[src/design/lcd_pkg.sv]
package lcd_pkg;

    typedef enum logic [1:0] {
        OP_ADD    = 2'd0,
        OP_VERIFY = 2'd1,
        OP_REMOVE = 2'd2
    } t_op;

    localparam logic [31:0] ALL_ONES = 32'hFFFF_FFFF;
    localparam logic [3:0]  DECIMAL_BASE = 4'd10;
    localparam logic [3:0]  MAX_DIGIT = 4'd9;

    // Word carried along the chain of digit cells.
    typedef struct packed {
        logic [31:0] rest;     // digits not yet consumed
        logic [31:0] payload;  // payload value, kept for the result
        logic [3:0]  sum;      // running digit sum, modulo ten
        logic [3:0]  last;     // received check digit for verify and remove
        logic        pre_ok;   // operation known and payload within range
        logic        is_add;
        logic        eos;
    } t_lane;

    // Exact floor(x / 10) for any 32-bit x by multiplying with the reciprocal.
    function automatic logic [31:0] div10(input logic [31:0] x);
        logic [63:0] prod;
        prod = {32'd0, x} * 64'h0000_0000_CCCC_CCCD;
        return {3'd0, prod[63:35]};
    endfunction

    function automatic logic [31:0] mul10(input logic [31:0] x);
        return (x << 3) + (x << 1);
    endfunction

endpackage

[src/design/lcd_back.sv]
module lcd_back
    import lcd_pkg::*;
(
    input  logic        i_clk,
    input  logic        i_rst_n,
    input  logic        i_valid,
    output logic        o_ready,
    input  t_lane       i_lane,
    output logic        o_valid,
    input  logic        i_ready,
    output logic [31:0] o_result,
    output logic        o_ok,
    output logic        o_eos
);

    logic        r_valid;
    logic [31:0] r_result;
    logic        r_ok;
    logic        r_eos;
    logic [31:0] n_result;
    logic        n_ok;
    logic        ready;
    logic [3:0]  check;

    assign ready   = !r_valid || i_ready;
    assign o_ready = ready;

    // (9 * sum) mod 10 is the ten's complement of the sum modulo ten.
    always_comb begin
        if (i_lane.sum == 4'd0) begin
            check = 4'd0;
        end else begin
            check = DECIMAL_BASE - i_lane.sum;
        end
        n_ok = i_lane.pre_ok && (i_lane.is_add || (check == i_lane.last));
        if (!n_ok) begin
            n_result = ALL_ONES;
        end else if (i_lane.is_add) begin
            n_result = mul10(i_lane.payload) + {28'd0, check};
        end else begin
            n_result = i_lane.payload;
        end
    end

    always_ff @(posedge i_clk) begin
        if (!i_rst_n) begin
            r_valid <= 1'b0;
        end else if (ready) begin
            r_valid <= i_valid;
        end
    end

    always_ff @(posedge i_clk) begin
        if (ready && i_valid) begin
            r_result <= n_result;
            r_ok     <= n_ok;
            r_eos    <= i_lane.eos;
        end
    end

    assign o_valid  = r_valid;
    assign o_result = r_result;
    assign o_ok     = r_ok;
    assign o_eos    = r_eos;

endmodule

[config.mk]
export PLATFORM = sky130hd
export DESIGN_NAME = lcd_back
export DESIGN_NICKNAME = d
export VERILOG_FILES = /design/src/design/lcd_pkg.sv /design/src/design/lcd_back.sv
export SDC_FILE = /design/constraint.sdc
export NUM_CORES = 1
export LEC_CHECK = 0
export ABC_AREA = 1
export BUFFER_PORTS_ARGS = -buffer_cell sky130_fd_sc_hd__buf_2
export CORE_MARGIN = 1
export CORE_UTILIZATION = 59
export CTS_CLUSTER_DIAMETER = 30
export CTS_CLUSTER_SIZE = 14
export DETAILED_ROUTE_END_ITERATION = 10
export GPL_ROUTABILITY_DRIVEN = 0
export PLACE_DENSITY = 0.88
export SLEW_MARGIN = 5
export SYNTH_ARGS = -nofsm -noshare
export SYNTH_HDL_FRONTEND = slang
export SYNTH_SLANG_ARGS = --single-unit
[constraint.sdc]
create_clock -name i_clk -period 6.6 [get_ports i_clk]
set_clock_uncertainty 0.15 [all_clocks]
set_input_delay 0.33 -clock i_clk [delete_from_list [all_inputs] [get_ports i_clk]]
set_output_delay 0.33 -clock i_clk [all_outputs]
set_load 0.02 [all_outputs]
== Word level (Yosys, flattened, before mapping) ==
Index checks and enable logic that the tools add are counted.

* ROM bits: 0
* Output and inout port bits: 36
* Flip-flop bits (word level): 35
* RAM bits: 0
* Latch bits: 0
* Bits of input ports: 79
* Memories: 0

* Reductions and logical operators: 6
* Bitwise logic cells: 0
* Multiplexer cells: 2
* Divide/modulo/power cells: 0
* Magnitude comparators: 0
* Shifts and indexed selects: 0
* Equality and inequality tests: 1
* Add/sub/neg operators: 3
* Multipliers: 0

{| class="wikitable"
|+ Operators by type and width
! cell !! count
|-
| adder 32 bit || 1
|-
| adder 32 x 4 -> 32 bit || 1
|-
| 2-to-1 mux 32 bit || 1
|-
| == test 4 bit || 1
|-
| zero test 4 bit || 1
|-
| 2-to-1 mux 4 bit || 1
|-
| subtractor 4 bit (first input constant) || 1
|-
| logical AND 1 bit || 2
|-
| logical OR 1 bit || 2
|-
| zero test 1 bit || 1
|}

== Longest topological paths before layout ==
* Word-level depth: 5
* Mapped depth: 19
* Gate-level depth less buffers: 19

== Worst setup path before layout ==
OpenSTA, ideal clock, no wires.

* Path kind: input -> register
* Start point: in i_lane[9] (netlist name)
* End point: reg r_result[18] (netlist: o_result[18]), data pin
* Arrival time: 2312 ps
* Setup time: 259 ps
* Stages on the path: 16
* Data required time: 6191 ps
* Setup slack: 3879 ps
* Path through: inv_1 -> nand3_2 -> o21ai_2 -> inv_2 -> fa_1 -> fa_1 -> inv_1 -> nand3_1 -> nand3_1 -> nand2_1 -> nand2_1 -> nand3_1 -> nand2_1 -> nand2_1 -> nand3_1 -> nand3_1

* Cells in the longest elaborated chain, start to end: 5
* Elaborated cells between the ends (all ways): 8
* Classes of those cells: add/sub: 2; eq/ne: 1; mux: 2; reduce/logical: 3

{| class="wikitable"
|+ Ends and longest elaborated chain
! element !! RTL line !! text
|-
| from (decl) || lcd_back.sv:8 || <nowiki>input t_lane i_lane,</nowiki>
|-
| subtractor 4 bit / zero test 4 bit (equally long branches) || lcd_back.sv:33, lcd_back.sv:30 ||
|-
| 2-to-1 mux 4 bit (*) || lcd_back.sv:30 || <nowiki>if (i_lane.sum == 4'd0) begin</nowiki>
|-
| branches (longest 3 deep; another with adder 32 x 4 -> 32 bit) || n/a ||
|-
| to (signal assigned) || lcd_back.sv:55 || <nowiki>r_result <= n_result;</nowiki>
|-
| to (decl) || lcd_back.sv:17 || <nowiki>logic [31:0] r_result;</nowiki>
|}

Every way passes the cells marked *.
A chain may end at the register's enable or synchronous reset.

== Worst setup path after layout ==
* Start point: in i_lane[7] (netlist name)
* End point: reg r_result[18] (netlist: o_result[18]), data pin

Same word-level chain as after synthesis.

==> flow_summary.yaml <==
status:
  status: "finished, final reports clean"
cts:
  numCtsBuffers: 5
  hold_buffers: 0
  cts.clk_slew.worst_paths_ps: 60
  clock_path_buffers: 2
  clock_sinks: 35
  clockRootBuffer: "clkbuf_8"
  cts_resized: 0
  cts_tree: "done"
  cts_setup_buffers: 0
  clk_latency_ps: 280
  htree_levels: 2
routing:
  dr.first_iter.drc_count: 419
  drt-vias-per-instance: 5.40
  dr.pass1.iters: 5
  vias: 4627
  totalWireLength_mm: 11.3
  wl_per_cell_um: 13.2
  detail-route-antenna-nets: 0
  drc: 0
yosys:
  synth-seq-area-share: 0.243
  synth_simple_gate_area_frac: 0.386
  synth_nets: 820
  ys_ff_latch: 35
  yosysTopAreaCellShare: 0.238
  synth_top_family_by_area: "simple AND/OR/NAND/NOR gates"
  synth_area_um2: 4280
  synthMuxAreaShare: 0
  yosysTopAreaCell: "edfxtp_1"
  syn_avg_cell_area_um2: 6.29
  ys_warn_count: 0
  ys_types: 26
  synthTopCellsByArea: "edfxtp_1 24%, nand2_1 22%, ha_1 17%"
  synthAdderAreaFrac: 0.179
  synth-compound-area-share: 0.0628
  syn_inst: 681
  synth_xor_area_frac: 0.00818
critical_path:
  worst_setup_path_end_kind: "flop"
  r2r_cells: 1
  startpoint_type: "input port"
  cp_data_required_time_ps: 6420
  worstPathCellList: "buf_2 -> nand2_2 -> nand3_2 -> o21ai_2 -> inv_2 -> fa_1 -> fa_1 -> inv_1 -> nand3_1 -> nand3_1 -> nand2_1 -> nand2_1 -> nand3_1 -> nand2_1 -> nand2_1 -> nand3_1 -> nand3_1"
  critPathMostFrequentCell: "nand3_1"
  cp_top_family: "simple AND/OR/NAND/NOR gates"
  cp.arrival_ps: 2980
  cpPeakStageDelay_ps: 490
  cp_slowest_cell: "fa_1"
  critPathMaxFanout: 5
  path_depth: 17
  crit_type: "in2reg"
  path_buf_inv: 3
grt:
  grt_first_pass_wirelength_mm: 18.5
  first_global_vias: 4194
  grtUsageTotal: 0.311
  grt_max_degree: 35
  overflow: 0
  antenna_found_initial: 0
layout:
  drive_gt1_frac: 0.133
  nets: 899
  synthToLayoutAreaGrowth_pct: 14.0
  diodes: 0
  final_common_cell: "nand2_1"
  stdcell_count: 857
  final_cell_mix: "247 x nand2_1, 121 x inv_1, 82 x buf_2"
  fin_util: 0.707
  fin_area_um2: 4880
timing:
  fin_setup_tns_ps: 0
  drv_slew: 0
  setup_ws_ps: 3440
  fin_crit_sh: 0.479
  finalCriticalPeriod_ps: 3160
  worstMarginPinSlew_ps: 1010
  slew_headroom: 0.326
  max_freq_mhz: 316
  fin_hold_ws_ps: 78.6
  setup_viol: 0
  finalHoldViolations: 0
  rsz0062_at_grt: "false"
power:
  leakage_nw: 2.75
  p_total_mw: 0.826
  powerDensity_nw_per_um2: 169
  ir_drop_v: 0.0000854
placed_design:
  placed_area_um2: 4770
  placedCellCount: 849
  dpl.hpwl_mm: 9.24
  portBuffers: 82
  dp_slack_ps: 3250
die:
  initial_utilization: 0.620
  dieWidth_um: 87.2
  core_area_um2: 6910
  die_h_um: 87.2
  rows: 30
  dieArea_um2: 7610
  ioPinCount: 115
worst_hold_path:
  holdPathStages: 1
  min_path_type: "in2reg"
run:
  maxCapViolations: 0
[power by group]
group | leakage [nW] | internal (mW) | switching [mW]
clock network | 0.0612 | 0.122 | 0.0713
logic | 2.40 | 0.124 | 0.244
registers | 0.298 | 0.261 | 0.00314
[area by class of cell]
class,instances,area [um^2]
Tap cell,96,120
Inverter,123,462
Clock buffer,6,82.6
Fill cell,638,2020
Sequential cell,35,1040
Timing Repair Buffer,82,410
Clock inverter,2,35.0
Multi-Input combinational cell,513,2730
[routing by layer]
| layer | track usage | share of wire |
|---|---|---|
| met4 | 0.104 | 0.023 |
| met2 | 0.531 | 0.46 |
| met5 | 0 | 0 |
| met1 | 0.414 | 0.44 |
| met3 | 0.0303 | 0.078 |
[state kept, by name (all words and copies together), names as in the netlist]
| signal | count |
|---|---|
| o_eos | 1 |
| o_ok | 1 |
| o_result | 32 |
| o_valid | 1 |
[kinds of logic (layout without fill, tap and decap cells)]
kind of cell    after synthesis  count (layout)
simple gates                399             399
flops                        35              35
compound gates               50              50
fa+ha+maj                    60              60
buf+inv                     133             213
xor+xnor                      4               4
[path summary, 6_finish.rpt]
| kind | from | end | slack [ps] |
|---|---|---|---|
| hold reg to reg | o_valid$_SDFFE_PN0N_ | o_valid$_SDFFE_PN0N_ | 460 |
| setup reg to reg | o_valid$_SDFFE_PN0N_ | o_result[0]$_SDFFCE_PN1P_ | 4930 |
| setup / recovery | i_lane[7] | o_result[18]$_SDFFCE_PN1P_ | 3440 |
| hold / removal | i_lane[0] | o_eos$_DFFE_PP_ | 80 |
[synthesized netlist by cell type]
| library cell | number |
|---|---|
| nand2_1 | 247 |
| inv_1 | 121 |
| nand3_1 | 67 |
| nor2_1 | 65 |
| ha_1 | 58 |
| edfxtp_1 | 34 |
| a21oi_1 | 30 |
| o21ai_0 | 13 |
| clkbuf_1 | 7 |
| nand3b_1 | 7 |
| nand4_1 | 4 |
| o21bai_1 | 4 |
| buf_6 | 3 |
| nand3_2 | 3 |
| xor2_1 | 3 |
| and2_1 | 2 |
| fa_1 | 2 |
| inv_2 | 2 |
| nand2_2 | 2 |
| a21boi_0 | 1 |
| a21o_1 | 1 |
| dfxtp_1 | 1 |
| nor2_2 | 1 |
| o21ai_2 | 1 |
| or2_2 | 1 |
| xnor2_1 | 1 |
(Power assumes the default switching activity.)
